==> config.mk <==
export PLATFORM = sky130hd
export DESIGN_NAME = rbs_ctrl
export DESIGN_NICKNAME = d
export VERILOG_FILES = /design/src/rtl/rbs_pkg.sv /design/src/rtl/rbs_ctrl.sv
export SDC_FILE = /design/constraint.sdc
export NUM_CORES = 1
export LEC_CHECK = 0
export BUFFER_PORTS_ARGS = -buffer_cell sky130_fd_sc_hd__buf_2
export CORE_MARGIN = 2
export CORE_UTILIZATION = 50
export CTS_BUF_LIST = sky130_fd_sc_hd__clkbuf_4 sky130_fd_sc_hd__clkbuf_8
export CTS_CLUSTER_SIZE = 10
export DETAILED_ROUTE_END_ITERATION = 16
export PLACE_DENSITY = 0.79
export SLEW_MARGIN = 20
export SYNTH_ARGS = -nofsm -noshare
export SYNTH_HDL_FRONTEND = slang
export SYNTH_SLANG_ARGS = --single-unit
==> constraint.sdc <==
create_clock -name clk_i -period 2.7 [get_ports clk_i]
set_input_delay 0.54 -clock clk_i [delete_from_list [all_inputs] [get_ports clk_i]]
set_output_delay 0.54 -clock clk_i [all_outputs]
set_load 0.1 [all_outputs]
==> src/rtl/rbs_pkg.sv <==
// types, codes and helpers of the rigid body stepper
`default_nettype none
package rbs_pkg;

  typedef logic signed [31:0] q_t;
  typedef logic [7:0] idx_t;

  localparam logic [16:0] ONE_Q = 17'd65536;
  localparam logic signed [35:0] SAT_HI = 36'sd2147483647;
  localparam logic signed [35:0] SAT_LO = -36'sd2147483648;

  localparam int unsigned F_VALID = 0;
  localparam int unsigned F_MOVES = 1;
  localparam int unsigned F_GRAV  = 2;
  localparam int unsigned F_CHECK = 3;
  localparam int unsigned F_COLL  = 4;

  typedef enum logic [1:0] {
    OP_SHAPE  = 2'd0,
    OP_MOTION = 2'd1,
    OP_STEP   = 2'd2,
    OP_READ   = 2'd3
  } op_e;

  typedef enum logic [2:0] {
    REG_GRAVITY  = 3'd0,
    REG_DRAG     = 3'd1,
    REG_MAX_FALL = 3'd2,
    REG_MIN_DT   = 3'd3,
    REG_MAX_DT   = 3'd4
  } reg_e;

  // physics micro-steps: each issues one product and/or applies the previous one
  typedef enum logic [3:0] {
    UOP_MUL_GRAV  = 4'd0,
    UOP_MUL_DRAG  = 4'd1,
    UOP_FACTOR    = 4'd2,
    UOP_MUL_VX    = 4'd3,
    UOP_VX_MUL_VZ = 4'd4,
    UOP_VZ_MUL_PX = 4'd5,
    UOP_PX_MUL_PY = 4'd6,
    UOP_PY_MUL_PZ = 4'd7,
    UOP_PZ        = 4'd8
  } uop_e;

  typedef struct packed {
    q_t          gravity;
    logic [30:0] drag;
    q_t          max_fall;
    logic [16:0] min_dt;
    logic [16:0] max_dt;
  } cfg_t;

  typedef struct packed {
    logic [1:0]  opcode;
    logic [3:0]  slot;
    q_t          field_x;
    q_t          field_y;
    q_t          field_z;
    q_t          vel_in_x;
    q_t          vel_in_y;
    q_t          vel_in_z;
    q_t          center_y_offset;
    logic [4:0]  slot_flags;
    logic [30:0] time_step;
  } in_t;

  typedef struct packed {
    logic       wr_shape;
    logic       wr_motion;
    logic       latch_dt;
    logic       rd;
    idx_t       rd_idx;
    idx_t       cur;
    idx_t       oth;
    logic       load_cur;
    logic       phys;
    uop_e       uop;
    logic       mk_box;
    logic       o_box;
    logic       o_pen;
    logic       o_push;
    logic       wb;
    logic       out_load;
    logic       out_zero;
    logic       out_last;
    logic [3:0] out_slot;
  } cmd_t;

  typedef struct packed {
    logic cur_moves;
    logic cur_collide;
    logic oth_ok;
    logic out_taken;
  } status_t;

  function automatic q_t sat36(input logic signed [35:0] v);
    if (v > SAT_HI) begin
      return SAT_HI[31:0];
    end
    if (v < SAT_LO) begin
      return SAT_LO[31:0];
    end
    return v[31:0];
  endfunction

endpackage
`default_nettype wire

==> src/rtl/rbs_ctrl.sv <==
// sequencer for write, read and step items
`default_nettype none
module rbs_ctrl #(
  parameter int ENTITIES = 16
) (
  input  wire logic            clk_i,
  input  wire logic            rst_ni,
  input  wire logic            in_valid_i,
  input  wire logic [1:0]      in_opcode_i,
  input  wire logic [3:0]      in_slot_i,
  output logic                 in_ready_o,
  input  wire rbs_pkg::status_t st_i,
  output rbs_pkg::cmd_t        cmd_o
);
  import rbs_pkg::*;

  localparam int IW = $clog2(ENTITIES);
  localparam int CW = IW + 1;
  localparam logic [CW-1:0] S_END  = CW'(ENTITIES);
  localparam logic [CW-1:0] S_LAST = CW'(ENTITIES - 1);

  typedef enum logic [12:0] {
    ST_IDLE   = 13'b0000000000001,
    ST_S_SEL  = 13'b0000000000010,
    ST_LOAD   = 13'b0000000000100,
    ST_PHYS   = 13'b0000000001000,
    ST_BOX    = 13'b0000000010000,
    ST_O_SEL  = 13'b0000000100000,
    ST_O_BOX  = 13'b0000001000000,
    ST_O_PEN  = 13'b0000010000000,
    ST_O_PUSH = 13'b0000100000000,
    ST_WB     = 13'b0001000000000,
    ST_E_RD   = 13'b0010000000000,
    ST_E_LOAD = 13'b0100000000000,
    ST_E_WAIT = 13'b1000000000000
  } state_e;

  state_e        state_q, state_d;
  logic [CW-1:0] s_q, s_d, o_q, o_d;
  uop_e          uop_q, uop_d;
  logic          rmode_q, rmode_d;
  logic [3:0]    rslot_q, rslot_d;

  logic [8:0] in_slot9, rslot9, s9;
  logic       in_slot_ok, rslot_ok;

  assign in_slot9   = 9'(in_slot_i);
  assign rslot9     = 9'(rslot_q);
  assign s9         = 9'(s_q);
  assign in_slot_ok = in_slot9 < 9'(ENTITIES);
  assign rslot_ok   = rslot9 < 9'(ENTITIES);

  always_comb begin
    state_d    = state_q;
    s_d        = s_q;
    o_d        = o_q;
    uop_d      = uop_q;
    rmode_d    = rmode_q;
    rslot_d    = rslot_q;
    in_ready_o = 1'b0;
    cmd_o      = '0;
    cmd_o.cur  = idx_t'(s_q[IW-1:0]);
    cmd_o.oth  = idx_t'(o_q[IW-1:0]);
    cmd_o.uop  = uop_q;
    unique case (state_q)
      ST_IDLE: begin
        in_ready_o = 1'b1;
        if (in_valid_i) begin
          unique case (op_e'(in_opcode_i))
            OP_SHAPE:  cmd_o.wr_shape = in_slot_ok;
            OP_MOTION: cmd_o.wr_motion = in_slot_ok;
            OP_STEP: begin
              cmd_o.latch_dt = 1'b1;
              s_d            = '0;
              rmode_d        = 1'b0;
              state_d        = ST_S_SEL;
            end
            OP_READ: begin
              cmd_o.rd     = in_slot_ok;
              cmd_o.rd_idx = idx_t'(in_slot9[IW-1:0]);
              rmode_d      = 1'b1;
              rslot_d      = in_slot_i;
              state_d      = ST_E_LOAD;
            end
            default: ;
          endcase
        end
      end
      ST_S_SEL: begin
        if (s_q == S_END) begin
          s_d     = '0;
          state_d = ST_E_RD;
        end else if (st_i.cur_moves) begin
          cmd_o.rd     = 1'b1;
          cmd_o.rd_idx = cmd_o.cur;
          state_d      = ST_LOAD;
        end else begin
          s_d = s_q + 1'b1;
        end
      end
      ST_LOAD: begin
        cmd_o.load_cur = 1'b1;
        uop_d          = UOP_MUL_GRAV;
        state_d        = ST_PHYS;
      end
      ST_PHYS: begin
        cmd_o.phys = 1'b1;
        if (uop_q == UOP_PZ) begin
          state_d = st_i.cur_collide ? ST_BOX : ST_WB;
        end else begin
          uop_d = uop_e'(uop_q + 4'd1);
        end
      end
      ST_BOX: begin
        cmd_o.mk_box = 1'b1;
        o_d          = '0;
        state_d      = ST_O_SEL;
      end
      ST_O_SEL: begin
        if (o_q == S_END) begin
          state_d = ST_WB;
        end else if (o_q == s_q || !st_i.oth_ok) begin
          o_d = o_q + 1'b1;
        end else begin
          cmd_o.rd     = 1'b1;
          cmd_o.rd_idx = cmd_o.oth;
          state_d      = ST_O_BOX;
        end
      end
      ST_O_BOX: begin
        cmd_o.o_box = 1'b1;
        state_d     = ST_O_PEN;
      end
      ST_O_PEN: begin
        cmd_o.o_pen = 1'b1;
        state_d     = ST_O_PUSH;
      end
      ST_O_PUSH: begin
        cmd_o.o_push = 1'b1;
        o_d          = o_q + 1'b1;
        state_d      = ST_O_SEL;
      end
      ST_WB: begin
        cmd_o.wb = 1'b1;
        s_d      = s_q + 1'b1;
        state_d  = ST_S_SEL;
      end
      ST_E_RD: begin
        cmd_o.rd     = 1'b1;
        cmd_o.rd_idx = cmd_o.cur;
        state_d      = ST_E_LOAD;
      end
      ST_E_LOAD: begin
        cmd_o.out_load = 1'b1;
        if (rmode_q) begin
          cmd_o.cur      = idx_t'(rslot9[IW-1:0]);
          cmd_o.out_slot = rslot_q;
          cmd_o.out_zero = !rslot_ok;
          cmd_o.out_last = 1'b1;
        end else begin
          cmd_o.out_slot = s9[3:0];
          cmd_o.out_last = (s_q == S_LAST);
        end
        state_d = ST_E_WAIT;
      end
      ST_E_WAIT: begin
        if (st_i.out_taken) begin
          if (rmode_q || s_q == S_LAST) begin
            state_d = ST_IDLE;
          end else begin
            s_d     = s_q + 1'b1;
            state_d = ST_E_RD;
          end
        end
      end
      default: state_d = ST_IDLE;
    endcase
  end

  always_ff @(posedge clk_i or negedge rst_ni) begin
    if (!rst_ni) begin
      state_q <= ST_IDLE;
      s_q     <= '0;
      o_q     <= '0;
      uop_q   <= UOP_MUL_GRAV;
      rmode_q <= 1'b0;
      rslot_q <= '0;
    end else begin
      state_q <= state_d;
      s_q     <= s_d;
      o_q     <= o_d;
      uop_q   <= uop_d;
      rmode_q <= rmode_d;
      rslot_q <= rslot_d;
    end
  end
endmodule
`default_nettype wire

* After elaboration in Yosys (flattened, before gate mapping)
Index checks and enable logic that the tools add are counted.
** Operators by class
- Add/subtract/negate cells :: 3
- $lt $le $gt $ge :: 2
- Equality and inequality tests :: 33
- Multiplexer cells :: 48
- Reductions and logical operators :: 16
** Operators with widths (number)
- 13-bit one-hot mux with 12 select lines :: 1
- 13-bit two-way mux :: 7
- 5-bit two-way mux :: 9
- 9-bit two-way mux :: 5
- 9-bit one-hot mux with 4 select lines :: 1
- 13-bit one-hot mux with 2 select lines :: 1
- 5-bit one-hot mux with 4 select lines :: 1
- 5-bit one-hot mux with 3 select lines :: 1
- 2-bit inequality test, second input constant :: 7
- 13-bit by 1-bit == test with 1-bit output, second input constant :: 1
- 13-bit by 10-bit == test with 1-bit output, second input constant :: 1
- 13-bit by 11-bit == test with 1-bit output, second input constant :: 1
- 13-bit by 12-bit == test with 1-bit output, second input constant :: 1
- 13-bit == test, second input constant :: 1
- 13-bit by 2-bit == test with 1-bit output, second input constant :: 1
- 13-bit by 3-bit == test with 1-bit output, second input constant :: 1
- 13-bit by 4-bit == test with 1-bit output, second input constant :: 1
- 13-bit by 5-bit == test with 1-bit output, second input constant :: 1
- 13-bit by 6-bit == test with 1-bit output, second input constant :: 1
- 13-bit by 7-bit == test with 1-bit output, second input constant :: 1
- 13-bit by 8-bit == test with 1-bit output, second input constant :: 1
- 13-bit by 9-bit == test with 1-bit output, second input constant :: 1
- 1-bit two-way mux :: 12
- 12-bit two-way mux :: 1
- other kinds (29) :: 43
** Storage, ports and cells
- Bits in registers :: 32
- Input port bits :: 13
- Logic and storage cells :: 108

* Logic depth before layout (Yosys ltp)
Gate-level depths: netlist (run 1).
- Depth after elaboration :: 5
- Depth in mapped cells :: 9
- Mapped depth without buffers :: 8

* Worst setup path after synthesis (run 1)
Ideal clock, no wire load.
- Path kind :: register to output
- Start :: register state_q[12]
- End :: output cmd_o[10] in the netlist's numbering
- Data arrival time :: 4.203 ns
- Slack :: -2.043 ns
- Cell stages (with the launch flop) :: 6
- Cells stage by stage :: dfrtp_1 -> or4_1 -> buf_4 -> nor2_1 -> nand3_1 -> nor4_1
** RTL lines
- start: declaration :: RTL line rbs_ctrl.sv:38 : state_e state_q, state_d;
- start signal: assignment :: RTL line rbs_ctrl.sv:189 : state_q <= state_d;
- end: declaration :: RTL line rbs_ctrl.sv:13 : output rbs_pkg::cmd_t cmd_o

==> results of run 1 <==
layer usage:
layer / global-route usage, % / vias to the layer above / share of wire [%]
met2: 59.0 / 246 / 49
met5: 0 / - / 0
met3: 7.27 / 69 / 8.0
met1: 42.5 / 1375 / 37
li1: - / 1180 / -
met4: 17.0 / 0 / 5.9
worst max-delay path, delay by kind of cell, from the launching register on:
family                 cells  cell delay [ns]
AO/OA/AOI/OAI              2             0.84
XOR/XNOR                   1             0.25
buffers and inverters      4             0.69
flip-flops                 1             0.43
AND/OR/NAND/NOR            2             0.22
sequential cells by signal, summed over array words and instances (netlist names):
name / flops
state_q: 13
s_q: 5
rslot_q: 4
rmode_q: 1
uop_q: 4
o_q: 5
how the worst max path moves through the flow:
stage	startpoint	end	slack (ns)
after floorplan	state_q[5]	cmd_o[43]	-0.51
after global placement	state_q[5]	cmd_o[34]	-0.006
after detailed placement	s_q[0]	cmd_o[36]	-0.17
after CTS	state_q[10]	cmd_o[34]	-0.32
after global routing	s_q[2]	cmd_o[36]	-0.60
final	s_q[2]	cmd_o[36]	-0.59
cell usage after synthesis, types with 2 or more instances:
cell type,count
nor2_1,23
buf_6,2
mux2_2,4
nor3b_1,3
nand4_1,4
buf_4,18
nand4b_1,3
or2_2,2
xor2_1,5
inv_1,20
and3_1,3
ha_1,7
or4_4,2
clkbuf_1,5
nand2_1,28
nand3b_1,3
nor3_2,2
nor4_2,2
dfrtp_1,31
or3_1,2
nor4_1,7
mux2i_1,6
xnor2_1,5
o31ai_1,4
nand2b_1,5
nor4b_1,2
or4_1,5
a222oi_1,4
nand3_1,8
a21o_1,2
or4b_2,3
buf_2,3
o21ai_0,13
nor3_1,5
a21oi_1,10
o21a_1,3
power by group:
group	total (W)	internal, W	switching, W
clock network	0.000482	0.000273	0.000209
registers	0.000694	0.000571	0.000123
logic	0.00249	0.00100	0.00149
total	0.00367	0.00185	0.00182
cell type report:
cell class	instances	area [um2]	share of cell area, %
multi-input combinational	208	1690	42.3
timing repair buffer	119	1240	31.1
sequential	32	802	20.1
inverter	20	82.6	2.07
clock buffer	5	68.8	1.72
tap	54	67.6	1.69
clock inverter	3	42.5	1.06
metrics by stage:
stage / worst slack (ns) / instance area (um2) / hold slack [ns]
after floorplan: -0.509 / 2660 / 0.244
after global placement: -0.00559 / 3470 / 0.486
after detailed placement: -0.169 / 3470 / 0.502
after CTS: -0.317 / 3810 / 0.331
after global routing: -0.601 / 4000 / 0.363
final: -0.587 / 4000 / 0.301
repair_timing:
item | 4_1_cts | 5_1_grt
gates resized for setup | 19 | 25
pin swaps | 23 | 15
setup endpoints to repair | 25 | 35
buffers inserted | 19 | 15
kinds of logic after synthesis:
kind of cell	share of synthesized area, %
mux	4.37
flops	33.4
other cells	0.156
buf+inv	11.2
simple gates	30.4
xor+xnor	3.65
fa+ha+maj	3.65
compound gates	13.1
==> run metrics, run 1 <==
CTS tree=built; CP Capture Type=primary output; R2R Path Start=state_q[12]; initial antenna violation count=0; Synth area leaders=dfrtp_1 32%, buf_4 5.6%, nand2_1 4.4%; fraction of registers with async set/reset=100%; VDD IR max=0.000541 V; layout cells sized above 1=50.1%; Synth Warn #=0; final worst path period share=122%; Post-Layout Cell Count=441; required time of the worst setup path=2.16 ns; nets@finish=406; Clock Latency Late Sink=0.30 ns; Leakage Power=1.86 nW; Die W=73.3 um; Hold Path Class=primary input to async pin; Avg Inst Size Synth=8.67 um2; data arrival time of the worst path=2.75 ns; r2r setup slk=0 ns; Final Hold Vio Count=0; largest stage delay on the critical path=0.52 ns; Post-Route WL=10.3 mm; cell taking the most area after synthesis=dfrtp_1; Post-synth EDFFs=0; Placer Congestion=0.903; ys flop type=dfrtp_1; number of detailed-route iterations in the first pass=5; worst slew pin tran=0.781 ns; register area share after synthesis=33.4%; CTS buffer count=5; CTS Hold Bufs=0; Post-Route Setup TNS=-7.65 ns; clock root buffer=clkbuf_8; Row Count=25; wire length per cell=23.4 um; fin. max-slew vios=0; Iteration-0 DRC Markers=290; RSZ-0062 raised after global routing=yes; GR Util All Layers=35.0%; Mapped Cells=277; Worst Slack Setup Final=-0.587 ns; synth unique cells=59; CTS H-tree depth=2; Antenna Cells=0; Die ar.=5380 um2; first-pass GRT wire length=14.0 mm; crit path kind=flip-flop to primary output; worst flop-to-flop path endpoint=o_q[4]; Buffers on Ports=46; vias per cell=6.51; DRC violations left=0; total design power=0.00367 W; Die Ht=73.3 um; Fmax=304 MHz; Synth-to-Final Area Change=66.5%; mapped cell area=2400 um2; setup violators final=26; Yosys top cell area share=32.3%; pwr dens=917 nW/um2; CTS max path bufs=2; max_cap viols=0; failing checks=negative setup slack; remaining global-route overflow=0; number of global-route vias before repair=2651; area of the core=4690 um2; I/O pins=60; placed cells=405; worst-case reg-to-reg path depth=9; clk slew on worst S/H paths=0.08 ns; fin util=85.2%; status=finished, violations left; Period minus WS final=3.29 ns; skew final=0.0116 ns; flops & latches, synth=32; largest net degree at the start of global routing=33; Post-DRT Antenna Nets=0; slowest stage cell, crit path=a222oi_1; critical-path cell list=buf_4 -> xnor2_1 -> nand3_1 -> o31ai_4 -> buf_4 -> nor2_4 -> a222oi_1 -> inv_2 -> buf_12; crit-path max FO=8; Filler Cell Count=215; Rel. slew slack=47.9%; Initial Utilization=51.2%; CP most frequent cell=buf_4; most frequent cells in the layout=60 x buf_4, 31 x dfrtp_1, 29 x buf_12, 24 x nand2_1, 20 x buf_2; Vias=2870; startpoint types=flip-flop; half-perimeter wire length after placement=5.58 mm; commonest non-fill, non-tap cell in the layout=buf_4; clock sink total=32
Power figures use the tool's default switching activity.
==> run 2: changes to the inputs <==
--- a/config.mk
+++ b/config.mk
@@ -12,6 +12,8 @@
 export CTS_CLUSTER_SIZE = 10
 export DETAILED_ROUTE_END_ITERATION = 16
 export PLACE_DENSITY = 0.79
+export RECOVER_POWER = 100
+export SETUP_SLACK_MARGIN = 0.05
 export SLEW_MARGIN = 20
 export SYNTH_ARGS = -nofsm -noshare
 export SYNTH_HDL_FRONTEND = slang
==> run metrics, run 2 (same netlist as run 1, synthesis figures left out) <==
half-perimeter wire length after placement=5.33 mm (-4.6%); Period minus WS final=3.11 ns (-0.178 ns); Crit path buffers/inverters=2 (-2); r2r setup slk=-0.13 ns (-0.13 ns); CP Capture Type=primary output; CTS H-tree depth=2 (unchanged); Iteration-0 DRC Markers=347 (+20%); RSZ-0062 raised after global routing=yes; Worst Slack Setup Final=-0.409 ns (+0.178 ns); nets@finish=398 (-2.0%); clock root buffer=clkbuf_8; CTS Hold Bufs=0 (unchanged); Fmax=322 MHz (+5.7%); Synth-to-Final Area Change=60.1%; wire length per cell=20.0 um (-15%); status=finished, violations left; layout cells sized above 1=44.6% (-5.5 points); pwr dens=898 nW/um2 (-2.0%); largest stage delay on the critical path=0.56 ns (+0.04 ns); Top delay family on crit path=simple AND/OR/NAND/NOR gates; Top Registers=state_q (13), o_q (5), s_q (5); number of detailed-route iterations in the first pass=5 (unchanged); required time of the worst setup path=2.16 ns (about the same); worst-case reg-to-reg path depth=8 (-1); CTS tree=built; R2R Path Start=state_q[11]; Final Hold Vio Count=0 (unchanged); Leakage Power=1.77 nW (-5.2%); Die W=73.3 um (unchanged); remaining global-route overflow=0 (unchanged); CP Capture Point=cmd_o[26]; Initial Utilization=51.2% (unchanged); Antenna Cells=0 (unchanged); clock sink total=32 (unchanged); CTS buffer count=5 (unchanged); Rel. slew slack=-22.1% (-70 points); clk slew on worst S/H paths=0.08 ns (about the same); Hold Path Class=primary input to flip-flop; DRC violations left=0 (unchanged); initial antenna violation count=0 (unchanged); VDD IR max=0.000475 V (-12%); startpoint types=flip-flop; Buffers on Ports=46 (unchanged); CTS max path bufs=2 (unchanged); Die Ht=73.3 um (unchanged); area of the core=4690 um2 (unchanged); Worst Setup SP=state_q[6]; slowest stage cell, crit path=or4_4; GR Util All Layers=31.0% (-4.0 points); Clock Latency Late Sink=0.30 ns (about the same); vias per cell=6.11 (-6.2%); first-pass GRT wire length=12.5 mm (-10%); Row Count=25 (unchanged); max_cap viols=1 (+1); crit path kind=flip-flop to primary output; skew final=0.00625 ns (-0.00532 ns); Die ar.=5380 um2 (unchanged); Post-Route WL=8.65 mm (-16%); Vias=2644 (-7.9%); number of global-route vias before repair=2525 (-4.8%); most frequent cells in the layout=53 x buf_4, 31 x dfrtp_1, 27 x buf_12, 24 x nand2_1; largest net degree at the start of global routing=33 (unchanged); commonest non-fill, non-tap cell in the layout=buf_4; Largest Register=state_q; Post-DRT Antenna Nets=0 (unchanged); data arrival time of the worst path=2.57 ns (-0.18 ns); max FFs per register=13 (unchanged); crit-path max FO=4 (-4); fin. max-slew vios=33 (+33); worst slew pin tran=1.83 ns (+1.05 ns); Placer Congestion=0.901 (-0.23%); setup violators final=30 (+15%); Filler Cell Count=267 (+24%); fin util=81.9% (-3.3 points); worst flop-to-flop path endpoint=state_q[0]; final hold slack=0.460 ns (+0.160 ns); failing checks=max-capacitance violations, max-slew violations, negative setup slack; final worst path period share=115% (-6.6 points); I/O pins=60 (unchanged); Levels on crit path=7 (-2); critical-path cell list=or4_4 -> nor4_4 -> nand3b_1 -> clkinvlp_4 -> nand2_4 -> mux2_4 -> buf_12
-- run 2: cell count changes in the layout (fill, tap and decap cells not counted), sizes merged --
cell and change:
buf -17, bufinv -1, inv -1, clkinv +1, clkbuf +10
-- run 2: how the worst min path moves through the flow --
stage / from / to / slack (ns) / depth (start not counted)
2_1_floorplan: rst_ni / o_q[0] / 0.24 / 0
3_3_place_gp: rslot_q[0] / rslot_q[0] / 0.50 / 2
3_5_place_dp: rslot_q[3] / rslot_q[3] / 0.50 / 2
4_1_cts: rst_ni / state_q[8] / 0.33 / 1
5_1_grt: in_slot_i[0] / rslot_q[0] / 0.48 / 3
6_report: in_slot_i[0] / rslot_q[0] / 0.46 / 3
-- run 2: worst register-to-register path: stages (launching register included) --
cell and delay [ns]:
dfrtp_1 0.40, or4_4 0.59, buf_8 0.16, nor2_4 0.08
nand3_1 0.25, buf_4 0.24, o311ai_1 0.57, o31ai_1 0.20
a22o_1 0.26
-- run 2: stage by stage --
step | TNS [ns] | cells | instance area [um2] | power, W | setup WS [ns]
final | -6.28 | 433 | 3840 | 0.00345 | -0.409
after global routing | -8.26 | 433 | 3840 | 0.00359 | -0.512
after CTS | -3.90 | 425 | 3720 | 0.00318 | -0.293
after detailed placement | -0.466 | 397 | 3410 | 0.00262 | -0.115
after global placement | -0.110 | 397 | 3410 | 0.00257 | -0.0277
after floorplan | -11.59 | 289 | 2660 | 0.00207 | -0.509
-- run 2: power breakdown --
group	switching (W)	internal [W]	leakage, nW
logic	0.00141	0.000947	1.29
clock network	0.000208	0.000204	0.0510
registers	0.000111	0.000571	0.429
total	0.00173	0.00172	1.77
-- run 2: cell type report --
class	instances	area (um2)	area share, %
Multi-Input combinational cell	208	1640	42.7
Timing Repair Buffer	111	1150	30.0
Sequential cell	32	802	20.9
Inverter	20	86.3	2.25
Clock buffer	6	82.6	2.15
Tap cell	54	67.6	1.76
Clock inverter	2	10.0	0.260
-- run 2: what timing repair did --
action                                  CTS  global route
resized for setup                        16            22
buffers inserted                         21            15
endpoints found under the setup margin   28            37
pin swaps                                20            21
-- run 2: metal layers --
layer	wire (um)	track usage (%)	up-vias
met2	4640	56.0	157
met5	0	0	-
met3	552	6.45	33
met1	3190	36.5	1285
met4	266	9.90	0
li1	-	-	1169
